`src/design/tdf_pkg.sv`:
```
// Shared types and constants for the table-driven state machine engine.
// No dependencies; used by tdf_match and table_driven_fsm_engine.
package tdf_pkg;

	localparam int ID_BITS  = 8;
	localparam int MAX_ROWS = 16;

	typedef logic [ID_BITS-1:0] id_t;
	typedef logic [7:0]         action_t;

	// Item function codes
	typedef enum logic [1:0] {
		FUNC_DISPATCH = 2'd0,
		FUNC_WRITE    = 2'd1,
		FUNC_RESTART  = 2'd2
	} func_t;

	// Configuration register indexes
	localparam logic [1:0] CFG_ROWS_IN_USE   = 2'd0;
	localparam logic [1:0] CFG_STATE_COUNT   = 2'd1;
	localparam logic [1:0] CFG_INITIAL_STATE = 2'd2;

	typedef struct packed {
		id_t     from_id;
		logic    from_any;
		id_t     trigger;
		logic    trigger_any;
		id_t     next_id;
		action_t action;
	} row_t;

	typedef struct packed {
		logic    fired;
		logic    exit_valid;
		id_t     exit_state;
		action_t action_code;
		logic    entry_valid;
		id_t     state_now;
	} res_t;

	typedef enum logic {
		SEQ_IDLE,
		SEQ_SCAN
	} seq_state_t;

endpackage

```
`src/design/tdf_ram.sv`:
```
// Generic single-write, single-read RAM with registered read data.
// No dependencies.
module tdf_ram #(
	parameter int WIDTH = 34,
	parameter int DEPTH = 16
) (
	input  logic                                  clk,
	input  logic                                  we,
	input  logic [(DEPTH > 1 ? $clog2(DEPTH) : 1)-1:0] waddr,
	input  logic [WIDTH-1:0]                      wdata,
	input  logic [(DEPTH > 1 ? $clog2(DEPTH) : 1)-1:0] raddr,
	output logic [WIDTH-1:0]                      rdata
);

	logic [WIDTH-1:0] mem_q [DEPTH];

	always_ff @(posedge clk) begin
		if (we) begin
			mem_q[waddr] <= wdata;
		end
		rdata <= mem_q[raddr];
	end

endmodule

```
`src/design/tdf_match.sv`:
```
// Row compare unit: checks one table row against the current state and event.
// Depends on tdf_pkg.
module tdf_match (
	input  tdf_pkg::row_t row,
	input  tdf_pkg::id_t  cur_id,
	input  tdf_pkg::id_t  event_id,
	output logic          hit
);

	logic state_ok;
	logic event_ok;

	assign state_ok = row.from_any || (row.from_id == cur_id);
	assign event_ok = row.trigger_any || (row.trigger == event_id);
	assign hit      = state_ok && event_ok;

endmodule

```
`src/design/table_driven_fsm_engine.sv`:
```
// Top level of the table-driven state machine engine: sequencer, config
// registers, row table and result register. Depends on tdf_pkg, tdf_ram, tdf_match.
//
// channel  | handshake            | payload
// ---------+----------------------+------------------------------------------
// item in  | start, busy          | func, event_code, row_* fields
// result   | done (1-cycle strobe)| fired, exit_valid, exit_state, action_code,
//          |                      | entry_valid, state_now
// config   | cfg_we               | cfg_index, cfg_data
//
// A write, restart or unused item gives its result strobe in the cycle after
// acceptance and the next item may be taken at once. A dispatch examines one
// row per cycle through the single compare unit and the one RAM read port:
// it keeps busy high until a row hits or the last row in use is examined
// (1..MAX_ROWS rows), and done rises as busy falls; an empty table acts as a write.
// arst_n clears the state, the sequencer and the config registers; the
// table is not cleared. The receiver cannot stall: done lasts one cycle.
module table_driven_fsm_engine #(
	parameter int MAX_ROWS = tdf_pkg::MAX_ROWS
) (
	input  logic         clk,
	input  logic         arst_n,
	input  logic         start,
	output logic         busy,
	input  logic [1:0]   func,
	input  tdf_pkg::id_t event_code,
	input  logic [3:0]   row_index,
	input  tdf_pkg::id_t row_from,
	input  logic         row_from_any,
	input  tdf_pkg::id_t row_trigger,
	input  logic         row_trigger_any,
	input  tdf_pkg::id_t row_next,
	input  logic [7:0]   row_action,
	output logic         done,
	output logic         fired,
	output logic         exit_valid,
	output tdf_pkg::id_t exit_state,
	output logic [7:0]   action_code,
	output logic         entry_valid,
	output tdf_pkg::id_t state_now,
	input  logic         cfg_we,
	input  logic [1:0]   cfg_index,
	input  logic [8:0]   cfg_data
);

	localparam int AW = (MAX_ROWS > 1) ? $clog2(MAX_ROWS) : 1;
	localparam int CW = $clog2(MAX_ROWS + 1);
	localparam logic [8:0] MAX_ROWS_W = 9'(MAX_ROWS);

	tdf_pkg::seq_state_t state_q, state_d;
	logic [CW-1:0]       idx_q;
	tdf_pkg::id_t        event_q;
	tdf_pkg::id_t        current_q;
	logic [4:0]          rows_q;
	logic [8:0]          scount_q;
	tdf_pkg::id_t        init_q;
	tdf_pkg::res_t       res_q, res_d;
	logic                done_q;

	logic [8:0]    len_w;
	logic [CW-1:0] len;
	logic [CW:0]   idx_nx;
	logic          last;
	logic          accept;
	logic          is_dispatch;
	logic          scan_go;
	logic          finish;
	logic          hit;
	logic          row_we;
	logic [8:0]    widx;
	logic [AW-1:0] rd_addr;
	tdf_pkg::row_t wr_row;
	tdf_pkg::row_t rd_row;

	// scan length, clipped to the table depth
	assign len_w = ({4'b0, rows_q} > MAX_ROWS_W) ? MAX_ROWS_W : {4'b0, rows_q};
	assign len   = len_w[CW-1:0];

	assign idx_nx      = {1'b0, idx_q} + {{CW{1'b0}}, 1'b1};
	assign last        = (idx_nx == {1'b0, len});
	assign busy        = (state_q != tdf_pkg::SEQ_IDLE);
	assign accept      = start && !busy;
	assign is_dispatch = (func == tdf_pkg::FUNC_DISPATCH);
	assign scan_go     = accept && is_dispatch && (len != '0);
	assign widx        = {5'b0, row_index};

	assign wr_row = '{from_id: row_from, from_any: row_from_any, trigger: row_trigger,
		trigger_any: row_trigger_any, next_id: row_next, action: row_action};

	tdf_ram #(
		.WIDTH ($bits(tdf_pkg::row_t)),
		.DEPTH (MAX_ROWS)
	) u_rows (
		.clk   (clk),
		.we    (row_we),
		.waddr (widx[AW-1:0]),
		.wdata (wr_row),
		.raddr (rd_addr),
		.rdata (rd_row)
	);

	tdf_match u_match (
		.row      (rd_row),
		.cur_id   (current_q),
		.event_id (event_q),
		.hit      (hit)
	);

	// Next state
	always_comb begin
		state_d = state_q;
		case (state_q)
			tdf_pkg::SEQ_IDLE: begin
				if (scan_go) begin
					state_d = tdf_pkg::SEQ_SCAN;
				end
			end
			tdf_pkg::SEQ_SCAN: begin
				if (hit || last) begin
					state_d = tdf_pkg::SEQ_IDLE;
				end
			end
			default: state_d = tdf_pkg::SEQ_IDLE;
		endcase
	end

	// Sequencer outputs
	always_comb begin
		rd_addr = '0;
		row_we  = 1'b0;
		finish  = 1'b0;
		case (state_q)
			tdf_pkg::SEQ_IDLE: begin
				row_we = accept && (func == tdf_pkg::FUNC_WRITE) && (widx < MAX_ROWS_W);
				finish = accept && !scan_go;
			end
			tdf_pkg::SEQ_SCAN: begin
				// prefetch the following row while this one is compared
				if (!last) begin
					rd_addr = idx_nx[AW-1:0];
				end
				finish = hit || last;
			end
			default: begin
				finish = 1'b0;
			end
		endcase
	end

	// Result content
	always_comb begin
		res_d           = '0;
		res_d.state_now = current_q;
		if (state_q == tdf_pkg::SEQ_SCAN) begin
			if (hit) begin
				res_d.fired       = 1'b1;
				res_d.exit_valid  = ({1'b0, current_q} < scount_q);
				res_d.exit_state  = current_q;
				res_d.action_code = rd_row.action;
				res_d.entry_valid = ({1'b0, rd_row.next_id} < scount_q);
				res_d.state_now   = rd_row.next_id;
			end
		end else if (func == tdf_pkg::FUNC_RESTART) begin
			res_d.entry_valid = ({1'b0, init_q} < scount_q);
			res_d.state_now   = init_q;
		end
	end

	always_ff @(posedge clk or negedge arst_n) begin
		if (!arst_n) begin
			state_q   <= tdf_pkg::SEQ_IDLE;
			idx_q     <= '0;
			current_q <= '0;
			rows_q    <= '0;
			scount_q  <= '0;
			init_q    <= '0;
			done_q    <= 1'b0;
		end else begin
			state_q <= state_d;
			done_q  <= finish;
			if (scan_go) begin
				idx_q <= '0;
			end else if (state_q == tdf_pkg::SEQ_SCAN) begin
				idx_q <= idx_nx[CW-1:0];
			end
			if (finish) begin
				current_q <= res_d.state_now;
			end
			if (cfg_we) begin
				case (cfg_index)
					tdf_pkg::CFG_ROWS_IN_USE:   rows_q   <= cfg_data[4:0];
					tdf_pkg::CFG_STATE_COUNT:   scount_q <= cfg_data;
					tdf_pkg::CFG_INITIAL_STATE: init_q   <= cfg_data[7:0];
					default:                    rows_q   <= rows_q;
				endcase
			end
		end
	end

	// Hold the event and the result payload
	always_ff @(posedge clk) begin
		if (scan_go) begin
			event_q <= event_code;
		end
		if (finish) begin
			res_q <= res_d;
		end
	end

	assign done        = done_q;
	assign fired       = res_q.fired;
	assign exit_valid  = res_q.exit_valid;
	assign exit_state  = res_q.exit_state;
	assign action_code = res_q.action_code;
	assign entry_valid = res_q.entry_valid;
	assign state_now   = res_q.state_now;

	a_done_idle: assert property (@(posedge clk) disable iff (!arst_n)
		done |-> !busy)
		else $error("result strobe while the scan is still running");

	a_miss_clean: assert property (@(posedge clk) disable iff (!arst_n)
		(done && !fired) |-> (!exit_valid && exit_state == '0 && action_code == '0))
		else $error("no-fire result carries exit or action data");

	a_idx_range: assert property (@(posedge clk) disable iff (!arst_n)
		(state_q == tdf_pkg::SEQ_SCAN) |-> (idx_q < len))
		else $error("scan index ran past the table length");

	a_scan_start: assert property (@(posedge clk) disable iff (!arst_n)
		scan_go |=> (busy && idx_q == '0))
		else $error("dispatch did not start a scan at row zero");

endmodule
```
`config.mk`:
```
export PLATFORM = sky130hd
export DESIGN_NAME = table_driven_fsm_engine
export DESIGN_NICKNAME = d
export VERILOG_FILES = /design/src/design/tdf_pkg.sv /design/src/design/tdf_ram.sv /design/src/design/tdf_match.sv /design/src/design/table_driven_fsm_engine.sv
export SDC_FILE = /design/constraint.sdc
export NUM_CORES = 1
export LEC_CHECK = 0
export BUFFER_PORTS_ARGS = -buffer_cell sky130_fd_sc_hd__buf_2
export CAP_MARGIN = 20
export CORE_UTILIZATION = 34
export DETAILED_ROUTE_END_ITERATION = 16
export GPL_TIMING_DRIVEN = 0
export HOLD_SLACK_MARGIN = 0.05
export PLACE_DENSITY = 0.52
export REMOVE_ABC_BUFFERS = 1
export SYNTH_ARGS = -nofsm -noshare
export SYNTH_HDL_FRONTEND = slang
export SYNTH_SLANG_ARGS = --single-unit
export TNS_END_PERCENT = 50
```
`constraint.sdc`:
```
create_clock -name clk -period 10.2 [get_ports clk]
set_input_delay 1.53 -clock clk [delete_from_list [all_inputs] [get_ports clk]]
set_output_delay 1.53 -clock clk [all_outputs]
set_load 0.01 [all_outputs]
```
; After elaboration in Yosys (flattened, before gate mapping)
; Memory sizes are Yosys's and may differ from the RTL's. A register that Yosys moved wholly into a read port is not among the register bits.
; Cells that the tools add are included.
[word_totals]
ff_bits = 72
ramBits = 544
out_inout_bits = 29
n_memories = 1
[mem_list]
columns = memory, words, width, rd, rd_clocked_by_memory_dff, wr, line
row1 = u_rows.mem_q, 16, 34, 1, 1, 1, tdf_ram.sv:15  ; logic [WIDTH-1:0] mem_q [DEPTH];
[op_classes]
n_addsub = 1
n_lt_le_gt_ge = 5
n_eq_ne = 7
n_mux = 15
n_bitwise = 1
reduce_logical = 20
[op_table]
columns = op, n
row1 = < comparator 8 x 9 -> 1 bit, 3
row2 = two-way mux 27 bit, 1
row3 = two-way mux 9 bit, 2
row4 = equality test 8 bit, 2
row5 = two-way mux 5 bit, 3
row6 = two-way mux 4 bit, 2
row7 = AND reduction 2 bit, 4
row8 = logical AND 1 bit, 7
row9 = adder 5 x 1 -> 6 bit (second input constant), 1
row10 = equality test 6 x 5 -> 1 bit, 1
row11 = > comparator 5 bit (second input constant), 1
row12 = < comparator 4 x 5 -> 1 bit (second input constant), 1
row13 = two-way mux 1 bit, 5
row14 = nonzero test 5 bit, 1
row15 = equality test 2 x 1 -> 1 bit (second input constant), 2
row16 = equality test 2 bit (second input constant), 2
row17 = logical NOT 2 bit, 2
row18 = case mux 1 bit (2 select lines), 2
row19 = logical OR 1 bit, 3
row20 = logical NOT 1 bit, 2
row21 = nonzero test 2 bit, 1
row22 = NOT 1 bit, 1

; Depth between registers and ports, before layout
; Gate-level depths: netlist of run 1.
[logic_depth]
ltp_word = 7
depth_mapped = 13

; Hierarchy
; A second synthesis of run 1 with hierarchy kept.
[hier_totals]
cells_unflattened = 1198
area_unflattened_um2 = 24893.9
[by_module_without_submodules]
columns = mod, n_inst, cells_per_inst, area_each_um2
row1 = tdf_ram, 1, 888, 21076.5
row2 = table_driven_fsm_engine, 1, 287, 3638.5
row3 = tdf_match, 1, 23, 178.9

; Worst setup path after synthesis of run 1
; OpenSTA, ideal clock, no wires.
[synth_timing]
path_type = in2reg
startpoint = input func[1]
endpoint = memory u_rows.mem_q[0][0] (enable)
t_arrival_ns = 4.588
t_required_ns = 9.732
path_slack_ns = 5.144
stages = 4
path_buffers = 0
path_cell_list = nand2b_1 > nand3b_1 > or3_1 > nor3_1
[synth_between]
elab_chain_cells = 6
[synth_rtl]
columns = item, line
row1 = start: declaration, table_driven_fsm_engine.sv:25  ; input logic [1:0] func,
row2 = equality test 2 x 1 -> 1 bit, table_driven_fsm_engine.sv:134  ; row_we = accept && (func == tdf_pkg::FUNC_WRITE) && (widx < MAX_ROWS_W);
row3 = logical AND 1 bit (2 in series), table_driven_fsm_engine.sv:134
row4 = two-way mux 1 bit, table_driven_fsm_engine.sv:132  ; case (state_q)
row5 = two-way mux 1 bit, tdf_ram.sv:18  ; if (we) begin
row6 = two-way mux 1 bit (implied by the code), tdf_ram.sv:19  ; mem_q[waddr] <= wdata;
row7 = end: declaration, tdf_ram.sv:15
; No other way between the ends.

; Worst setup path in the final report of run 1
[layout_timing]
startpoint = register idx_q[0]
endpoint = register u_rows.rdata[10], read port of u_rows.mem_q
[layout_between]
elab_chain_cells = 4
[layout_rtl]
columns = item, line
row1 = start: declaration, table_driven_fsm_engine.sv:51  ; logic [CW-1:0] idx_q;
row2 = start signal: assignment, table_driven_fsm_engine.sv:184  ; idx_q <= idx_nx[CW-1:0];
row3 = adder 5 x 1 -> 6 bit (*), table_driven_fsm_engine.sv:79  ; assign idx_nx = {1'b0, idx_q} + {{CW{1'b0}}, 1'b1};
row4 = equality test 6 x 5 -> 1 bit, table_driven_fsm_engine.sv:80  ; assign last = (idx_nx == {1'b0, len});
row5 = two-way mux 4 bit (*), table_driven_fsm_engine.sv:139  ; if (!last) begin
row6 = two-way mux 4 bit (*), table_driven_fsm_engine.sv:132
row7 = end: declaration, tdf_ram.sv:12  ; output logic [WIDTH-1:0] rdata
; Mark *: on every way between the ends. The rest lies on a longest branch, timed or not.
; A chain may end at the register's enable or synchronous reset.

==> run metrics, run 1 <==
CTS tree=built; EDFF count, synth=579; row cnt=101; crit-path cells=ha_1 > xor2_1 > inv_1 > o22ai_1 > a2111o_2 > nand3_2 > buf_16 > a2111oi_0 > o21ai_0 > o21ai_1; largest net degree at the start of global routing=85; CTS hold repair buffers=0; CP max FO=33; cts bufs inserted=69; unrepaired setup endpoints after global routing=no; dpl hpwl=46.4 mm; DRT iter0 DRCs=1443; DR WL/cell=26.3 µm; clock-pin slew on the worst setup and hold paths=60 ps; Worst Path Arrival=5360 ps; Syn Std Cell Area=26000 µm²; Clock Tree Root=clkbuf_16; fin nets=1939; TritonRoute pass-1 iters=5; startpoint type of the worst setup path=flop; Synth warnings=0; PwrDens=255 nW/µm²; DRC viols=0; IO Port Bufs=91; count of different cell masters after synthesis=51; Critical path buffers and inverters=2; Main synth FF type=edfxtp_1; Worst Skew=26.7 ps; GR Overflow Total=0; area of the core=75800 µm²; sequential area share after synthesis=73.0%; final hold violation count=0; HP Class=reg -> reg; Peak Freq=207 MHz; CP top delay family=compound AO/OA/AOI/OAI gates; Mapped Cells=1732; setup TNS=0 ps; number of global-route vias before repair=16353; Slew Limit Fails=0; final instance area=31100 µm²; crit end category=flop; Clock Path Buffers=3; Worst Slack Setup Final=5380 ps; WL final=75.9 mm; placed instance area=28900 µm²; initial antenna violation count=5; Die Wd=279 µm; status=complete, no violations; CTS resizes=0; FF+latch count, synth=650; Worst path max stage delay=870 ps; Peak supply drop=190 µV; via count=16550; Worst path slowest cell=nand3_2; Post-Place Worst Slack=5430 ps; final core occ=41.0%; GRT Overall Usage=19.6%; Async S/R FF share, synth=5.69%; Max-Cap Viols=0; GP Congestion=0.771; Slew HR=29.7%; Power Total=7.92 mW; antenna-violating nets left=0; post-layout minimum cycle time=4820 ps; Pleak=10.2 nW; Syn Area/Cell=15.0 µm²; share of post-route cells with drive strength above 1=19.2%; Non-Filler Instances=2888; number of vias per cell=5.73; Clk Latency, worst-skew pair=610 ps; global-route wire length before repair=111 mm; critical path required time=10730 ps; initial core utilization=34.3%; IO Pins=92; placed instance count=2761; H-Tree Depth=3; period utilization=47.3%; Setup-failing EPs final=0; Chip Height=279 µm; kind of critical path=reg -> reg; slew at the pin closest to its max-slew limit=1050 ps; Area growth syn-to-layout=19.5%; Num Clock Sinks=650; worst hold margin=503 ps; fill count=6850; die area=77600 µm²; Setup Fix Bufs, Post-CTS=0
state kept, by name, summed over array words and instances (netlist names), 5 cells and up:
register and count:
u_rows.mem_q 544, u_rows.rdata 34, scount_q 9, action_code 8
current_q 8, event_q 8, exit_state 8, init_q 8
state_now 8, idx_q 5, rows_q 5
final cells by class:
cell class	count	area (µm²)	share of cell area (%)
Sequential cell	650	19000	61.1
Multi-Input combinational cell	874	6400	20.6
Clock buffer	104	2010	6.48
Timing Repair Buffer	178	1940	6.23
Tap cell	978	1220	3.94
Inverter	81	309	0.994
Clock inverter	22	198	0.636
Antenna cell	1	2.50	0.00805
final timing paths:
check / start / to / slack (ps) / cells past startpoint
max in group asynchronous: arst_n / idx_q[0] / 8440 / 1
max: idx_q[0] / u_rows.rdata[10] / 5380 / 10
min reg2reg: u_rows.rdata[7] / action_code[7] / 500 / 1
min in group asynchronous: arst_n / current_q[2] / 1060 / 1
min: u_rows.rdata[7] / action_code[7] / 500 / 1
max reg2reg: idx_q[0] / u_rows.rdata[10] / 5380 / 10
metal layers:
layer	vias to the layer above	GRT usage [%]	routed length, µm
met5	-	0	39
met4	6	5.92	1850
met3	140	3.68	5100
met2	637	30.7	35200
met1	8515	27.5	33700
li1	7252	-	-
Yosys cell counts (35+ instances only):
| cell type | number | area [µm²] |
|---|---|---|
| a2111oi_0 | 99 | 867 |
| a21oi_1 | 42 | 210 |
| clkbuf_1 | 98 | 368 |
| dfrtp_1 | 37 | 926 |
| edfxtp_1 | 579 | 17400 |
| inv_1 | 80 | 300 |
| mux2_2 | 56 | 631 |
| nor2b_1 | 35 | 219 |
| nor3_1 | 78 | 390 |
| nor3b_1 | 37 | 278 |
| nor4_1 | 104 | 651 |
| o21ai_0 | 70 | 350 |
| o21ai_1 | 37 | 185 |
| o22ai_1 | 36 | 225 |
placed cells by master (no fill, tap or decap), types with 11 or more instances in the layout:
cell,instances
mux2_2,56
o22ai_1,36
xor2_1,20
edfxtp_1,579
a22o_1,16
a2111oi_0,99
clkinv_1,11
o32ai_1,33
nor3b_1,36
o21ai_0,70
nor2_1,13
dfrtp_1,36
inv_1,80
clkbuf_16,73
buf_2,91
a21oi_1,41
nor4_1,103
nor2b_1,35
nor2_4,14
buf_6,39
dfxtp_1,34
nor3_1,70
buf_16,17
buf_12,22
clkbuf_1,24
ha_1,22
o211ai_1,33
a221oi_1,34
a21o_1,19
and2_1,16
o21ai_1,37
cell families (layout without fill, tap and decap cells):
logic type                 Yosys count  count (layout)  synth area share, %
adders and majority gates           22              22                 1.06
AOI/OAI and AO/OA                  433             433                 11.9
buffers and inverters              208             385                 3.11
muxes                               57              57                 2.46
other                                0               1                    0
xor gates and xnor gates            22              22                0.741
and+or+nand+nor                    340             340                 7.68
DFF                                650             650                 73.0
power by group:
group          total [mW]  internal, mW  switching, mW
Sequential           3.26          3.11          0.157
Clock                2.47          1.44           1.02
Combinational        2.19         0.762           1.43
Total                7.92          5.31           2.61
(Power assumes the default switching activity.)
==> run 2: changes to the inputs <==
- ABC_AREA: default -> 1
- PLACE_DENSITY: 0.52 -> 0.54
- clock period: 10.2 -> 4.3 ns (I/O delays scaled with it)
==> run 2 against run 1 <==
  * Cell count is 33% higher
  * Maximum frequency up 23%
  * First-iteration DRC count is 6.2% higher
  * Flip-flop and latch count unchanged
  * Cell area is 5.7% higher
  * Wire length is 1.3% higher
  * Critical path type unchanged
  * Largest power group unchanged
  * Critical endpoint is now u_rows.rdata[31]
  * Count of clock-buffer cells in the layout decreased by 4
  * Non-clock buffer count fell by 35
  * Largest cell class unchanged
==> run metrics, run 2 <==
status=complete, no violations; Die Wd=290 µm (+4.0%); H-Tree Depth=3 (unchanged); DR WL/cell=20.0 µm (-24%); sequential area share after synthesis=67.5% (-5.5 points); fill count=7702 (+12%); PwrDens=558 nW/µm² (+120%); Largest regs=u_rows.mem_q (544), u_rows.rdata (34), scount_q (9); Worst Skew=23.4 ps (-3.27 ps); cts bufs inserted=69 (unchanged); via count=19168 (+16%); clock-pin slew on the worst setup and hold paths=60 ps (about the same); EDFF count, synth=579 (unchanged); FF-to-FF path depth=16 (+6); Post-Place Worst Slack=88.5 ps (-5340 ps); TritonRoute pass-1 iters=5 (unchanged); WL final=76.9 mm (+1.3%); most common cell in the netlist=nand3_1; Area growth syn-to-layout=16.8%; Main synth FF type=edfxtp_1; internal reg-to-reg setup slack=390 ps (-4990 ps); Slew Limit Fails=0 (unchanged); max reg flops=544 (unchanged); Clock Tree Root=clkbuf_16; Syn Area/Cell=10.6 µm² (-29%); Clock Path Buffers=3 (unchanged); CTS tree=built; unrepaired setup endpoints after global routing=no; area of the multi-input gates=7100 µm² (+11%); IO Pins=92 (unchanged); FF/Latch Area=19000 µm² (about the same); Syn Std Cell Area=28100 µm² (+8.2%); fin nets=2799 (+44%); most frequent cells in the layout=666 x nand3_1, 579 x edfxtp_1, 541 x nand2_1; R2R Path End=u_rows.rdata[31]; top cells by area, synth=edfxtp_1 62%, nand3_1 12%, nand2_1 7.3%, inv_1 5.4%, dfrtp_1 3.3%; HP Class=in -> async; count of different cell masters after synthesis=38 (-25%); IO Port Bufs=91 (unchanged); startpoint type of the worst setup path=flop; number of vias per cell=4.99 (-13%); GRT Overall Usage=18.3% (-1.2 points); share of post-route cells with drive strength above 1=10.0% (-9.1 points); antenna-violating nets left=0 (unchanged); Peak supply drop=406 µV (+110%); dpl hpwl=43.7 mm (-5.9%); period utilization=91.0% (+44 points); Post-synth top cells=666 x nand3_1, 579 x edfxtp_1, 544 x nand2_1, 403 x inv_1, 68 x nand3b_1; Power Total=18.3 mW (+130%); die area=83900 µm² (+8.1%); crit end category=flop; DRT iter0 DRCs=1532 (+6.2%); Worst Slack Setup Final=386 ps (-4990 ps); Async S/R FF share, synth=5.69% (unchanged); setup TNS=0 ps (unchanged); Peak Freq=255 MHz (+23%); Pleak=13.4 nW (+32%); Setup-failing EPs final=0 (unchanged); GP Congestion=0.811 (+5.2%); Mapped Cells=2645 (+53%); largest area contributor in the netlist=edfxtp_1; slew at the pin closest to its max-slew limit=978 ps (-67.4 ps); area of the core=82000 µm² (+8.1%); FF+latch count, synth=650 (unchanged); CP max FO=52 (+58%); Synth warnings=0 (unchanged); Clk Latency, worst-skew pair=610 ps (about the same); Num Clock Sinks=650 (unchanged); share of the synthesized area in the top cell type=61.8% (-5.1 points); post-layout minimum cycle time=3910 ps (-911 ps); Slew HR=34.5% (+4.8 points); worst hold margin=151 ps (-353 ps); Largest Register=u_rows.mem_q; initial core utilization=34.3% (about the same); largest net degree at the start of global routing=86 (+1.2%); final hold violation count=0 (unchanged); CTS hold repair buffers=0 (unchanged); Worst Path Arrival=4380 ps (-980 ps); commonest non-fill, non-tap cell in the layout=nand3_1; Max-Cap Viols=0 (unchanged); row cnt=105 (+4.0%); DRC viols=0 (unchanged); Critical R2R Launch=idx_q[0]; critical path required time=4770 ps (-5960 ps); number of global-route vias before repair=18852 (+15%); kind of critical path=reg -> reg; GR Overflow Total=0 (unchanged); Chip Height=290 µm (+4.0%); initial antenna violation count=5 (unchanged); global-route wire length before repair=115 mm (+2.9%)
-- run 2: worst max-delay path, stage by stage, from the launching register on --
cell and delay [ps]:
dfrtp_1 450, ha_1 360, inv_1 60, nand2_1 50
nand2_1 50, nand3_1 90, nor2_2 260, nand3_4 360
buf_16 330, nand2_1 90, inv_1 80, nand2_4 290
buf_12 260, clkinv_2 420, buf_12 350, nand3_1 120
nand2_1 110
-- run 2: where the power goes --
part	switching [mW]	internal, mW	total (mW)
Sequential	0.275	7.33	7.61
Combinational	3.23	1.62	4.85
Clock	2.43	3.46	5.90
-- run 2: cells by family (layout without fill, tap and decap cells) --
| family | after synthesis | after routing | synth area share (%) |
|---|---|---|---|
| buffers and inverters | 554 | 675 | 7.89 |
| DFF | 650 | 650 | 67.5 |
| and+or+nand+nor | 1355 | 1356 | 22.2 |
| AOI/OAI and AO/OA | 54 | 54 | 1.12 |
| xor gates and xnor gates | 10 | 10 | 0.311 |
| adders and majority gates | 22 | 22 | 0.978 |
| other | 0 | 2 | 0 |
-- run 2: routing by layer --
metal	part of all wire, %	wire length (µm)	GRT usage [%]	vias up
li1	-	-	-	9049
met4	2.0	1530	4.83	4
met3	5.9	4510	2.78	129
met2	47	36200	30.0	603
met1	45	34600	25.3	9383
met5	0.034	26	0	-
-- run 2: how the worst max path moves through the flow --
stage	slack, ps	cells past startpoint	startpoint	endpoint
finish	390	16	idx_q[0]	u_rows.rdata[31]
global route	150	17	idx_q[0]	u_rows.rdata[27]
CTS	70	16	idx_q[0]	u_rows.rdata[31]
detailed placement	90	16	idx_q[0]	u_rows.rdata[31]
global placement	-35780	9	busy	u_rows.rdata[12]
floorplan	-15540	9	busy	u_rows.rdata[0]
-- run 2: final cells by class --
| cell class | instances | area share [%] |
|---|---|---|
| antenna | 2 | 0.0152 |
| clock buffer | 100 | 6.04 |
| clock inverter | 24 | 0.807 |
| inverter | 408 | 4.69 |
| multi-input combinational | 1442 | 21.6 |
| sequential | 650 | 57.8 |
| tap | 1070 | 4.07 |
| timing repair buffer | 143 | 4.99 |
-- run 2: through the flow --
stage	cell area [µm²]	util, %	instances
after floorplan	27400	-	2499
after global placement	29200	35.7	3660
after detailed placement	30600	37.3	3712
after CTS	32800	40.1	3836
after global routing	32900	40.1	3839
final	32900	40.1	3839
-- run 2: repair_timing --
action	4_1_cts	5_1_grt
endpoints found under the hold margin	0	0
buffers inserted	0	0
setup endpoints to repair	0	29
gates resized for setup	0	3
==> run 3: changes to the inputs <==
- BUFFER_PORTS_ARGS: -buffer_cell sky130_fd_sc_hd__buf_2 -> -buffer_cell sky130_fd_sc_hd__buf_4
==> run 3 against run 2 <==
  * Sequential share of layout area down 0.47 points
  * Flip-flop and latch count stayed put
  * Register-to-register slack worse by 120 ps
  * Largest power group unchanged
==> run metrics, run 3 (synthesized netlist as in run 2, its figures left out) <==
status=complete, no violations; Slew Limit Fails=0 (unchanged); CP top delay family=simple AND/OR/NAND/NOR gates; final instance area=33100 µm² (+0.81%); PwrDens=555 nW/µm² (-0.66%); slew at the pin closest to its max-slew limit=934 ps (-44.4 ps); critical path required time=4770 ps (about the same); antenna-violating nets left=0 (unchanged); kind of critical path=reg -> reg; max reg flops=544 (unchanged); row cnt=105 (unchanged); DR WL/cell=20.3 µm (+1.6%); Worst path max stage delay=470 ps (+20 ps); Post-Place Worst Slack=-166 ps (-255 ps); Peak supply drop=302 µV (-26%); Largest regs=u_rows.mem_q (544), u_rows.rdata (34), scount_q (9); Die Wd=290 µm (unchanged); Worst Path Arrival=4500 ps (+120 ps); TritonRoute pass-1 iters=6 (+1); Chip Height=290 µm (unchanged); CTS tree=built; Area growth syn-to-layout=17.8%; Worst path slowest cell=dfrtp_1; Clock Tree Root=clkbuf_16; startpoint type of the worst setup path=flop; number of global-route vias before repair=18596 (-1.4%); GP Congestion=0.792 (-2.3%); Power Total=18.4 mW (+0.15%); most frequent cells in the layout=666 x nand3_1, 579 x edfxtp_1, 541 x nand2_1; global-route wire length before repair=116 mm (+0.70%); post-layout minimum cycle time=4030 ps (+115 ps); fill count=7783 (+1.1%); via count=19350 (+0.95%); Setup-failing EPs final=0 (unchanged); Worst Skew=21.6 ps (-1.78 ps); Worst Slack Setup Final=271 ps (-115 ps); Critical path buffers and inverters=4 (-2); met2 track demand over resource=29.4% (-0.61 points); final core occ=40.4% (+0.33 points); number of vias per cell=5.03 (+0.79%); Clock Path Buffers=3 (unchanged); met3 Use GR=2.99% (+0.21 points); dpl hpwl=44.2 mm (+1.2%); share of post-route cells with drive strength above 1=9.91% (-0.13 points); met1 Usage GRT=26.0% (+0.68 points); clock-pin slew on the worst setup and hold paths=60 ps (about the same); DRT iter0 DRCs=1559 (+1.8%); placed instance area=30900 µm² (+0.92%); initial antenna violation count=3 (-2); commonest non-fill, non-tap cell in the layout=nand3_1; unrepaired setup endpoints after global routing=no; HP Class=in -> reg; Pleak=13.5 nW (+0.62%); fin nets=2804 (+0.18%); setup TNS=0 ps (unchanged); final hold violation count=0 (unchanged); IO Port Bufs=91 (unchanged); Largest Register=u_rows.mem_q; Num Clock Sinks=650 (unchanged); GRT Overall Usage=18.5% (+0.18 points); Slew HR=37.6% (+3.1 points); H-Tree Depth=3 (unchanged); crit-path cells=ha_1 > nand3_1 > nand2_1 > nand2_1 > nand3_1 > nand2_1 > nand3_4 > buf_16 > nand2_4 > buf_16 > inv_4 > buf_16 > nand3_1 > nand3_1 > nand2_1; area of the core=82000 µm² (unchanged); busiest layer in global routing=met2; CP max FO=63 (+21%); GR Overflow Total=0 (unchanged); DRC viols=0 (unchanged); period utilization=93.7% (+2.7 points); WL final=78.2 mm (+1.7%); Peak Freq=248 MHz (-2.9%); initial core utilization=34.3% (unchanged); die area=83900 µm² (unchanged); IO Pins=92 (unchanged); largest net degree at the start of global routing=76 (-12%); cts bufs inserted=71 (+2.9%); Max-Cap Viols=0 (unchanged); Clk Latency, worst-skew pair=610 ps (about the same); crit end category=flop
## run 3: cell count changes in the layout (fill, tap and decap cells not counted), moves of 3 or more
cell and delta:
buf_4 +91, clkinv_2 +3, buf_16 +7, clkbuf_1 +9, clkbuf_8 -8, buf_12 -7, buf_2 -91, clkbuf_16 +3
## run 3: where the power goes
part           leakage, nW  switching, mW  total, mW  internal (mW)
clock                 1.05           2.47       5.79           3.32
combinational         6.48           3.26       4.97           1.70
sequential            5.99          0.282       7.61           7.33
total                 13.5           6.02       18.4           12.4
## run 3: cell type report
type	instances	area, µm²	share of cell area, %
Antenna cell	1	2.50	0.00755
Clock buffer	102	1930	5.83
Clock inverter	26	239	0.721
Inverter	408	1550	4.67
Multi-Input combinational cell	1442	7100	21.4
Sequential cell	650	19000	57.3
Tap cell	1070	1340	4.04
Timing Repair Buffer	146	1980	5.97
## run 3: path summary, 6_finish.rpt
path	cells past startpoint	slack (ps)	end	startpoint
worst min register to register	2	500	init_q[0]	init_q[0]
worst max-delay path	15	270	u_rows.rdata[27]	idx_q[0]
worst max register to register	15	270	u_rows.rdata[27]	idx_q[0]
worst min-delay path	1	200	event_q[0]	event_code[0]
min in group asynchronous	2	560	rows_q[2]	arst_n
max in group asynchronous	2	3380	init_q[7]	arst_n
## run 3: repair_timing
action	4_1_cts	5_1_grt
endpoints found under the setup margin	19	21
hold endpoints to repair	37	0
gates resized for setup	3	3
pin swaps	1	1
hold buffers	1	0
setup buffers	0	0
gates cloned	1	2
## run 3: per-stage QoR
| stage | hold WS (ps) | std cells |
|---|---|---|
| after floorplan | 349 | 2499 |
| after global placement | 473 | 3660 |
| after detailed placement | 480 | 3712 |
| after CTS | 173 | 3842 |
| after global routing | 181 | 3845 |
| final | 203 | 3845 |
## run 3: routing by layer
| layer | routed length, µm | vias to the layer above |
|---|---|---|
| met5 | 25 | - |
| met4 | 1770 | 4 |
| met3 | 4850 | 132 |
| li1 | - | 9060 |
| met2 | 35400 | 625 |
| met1 | 36200 | 9529 |
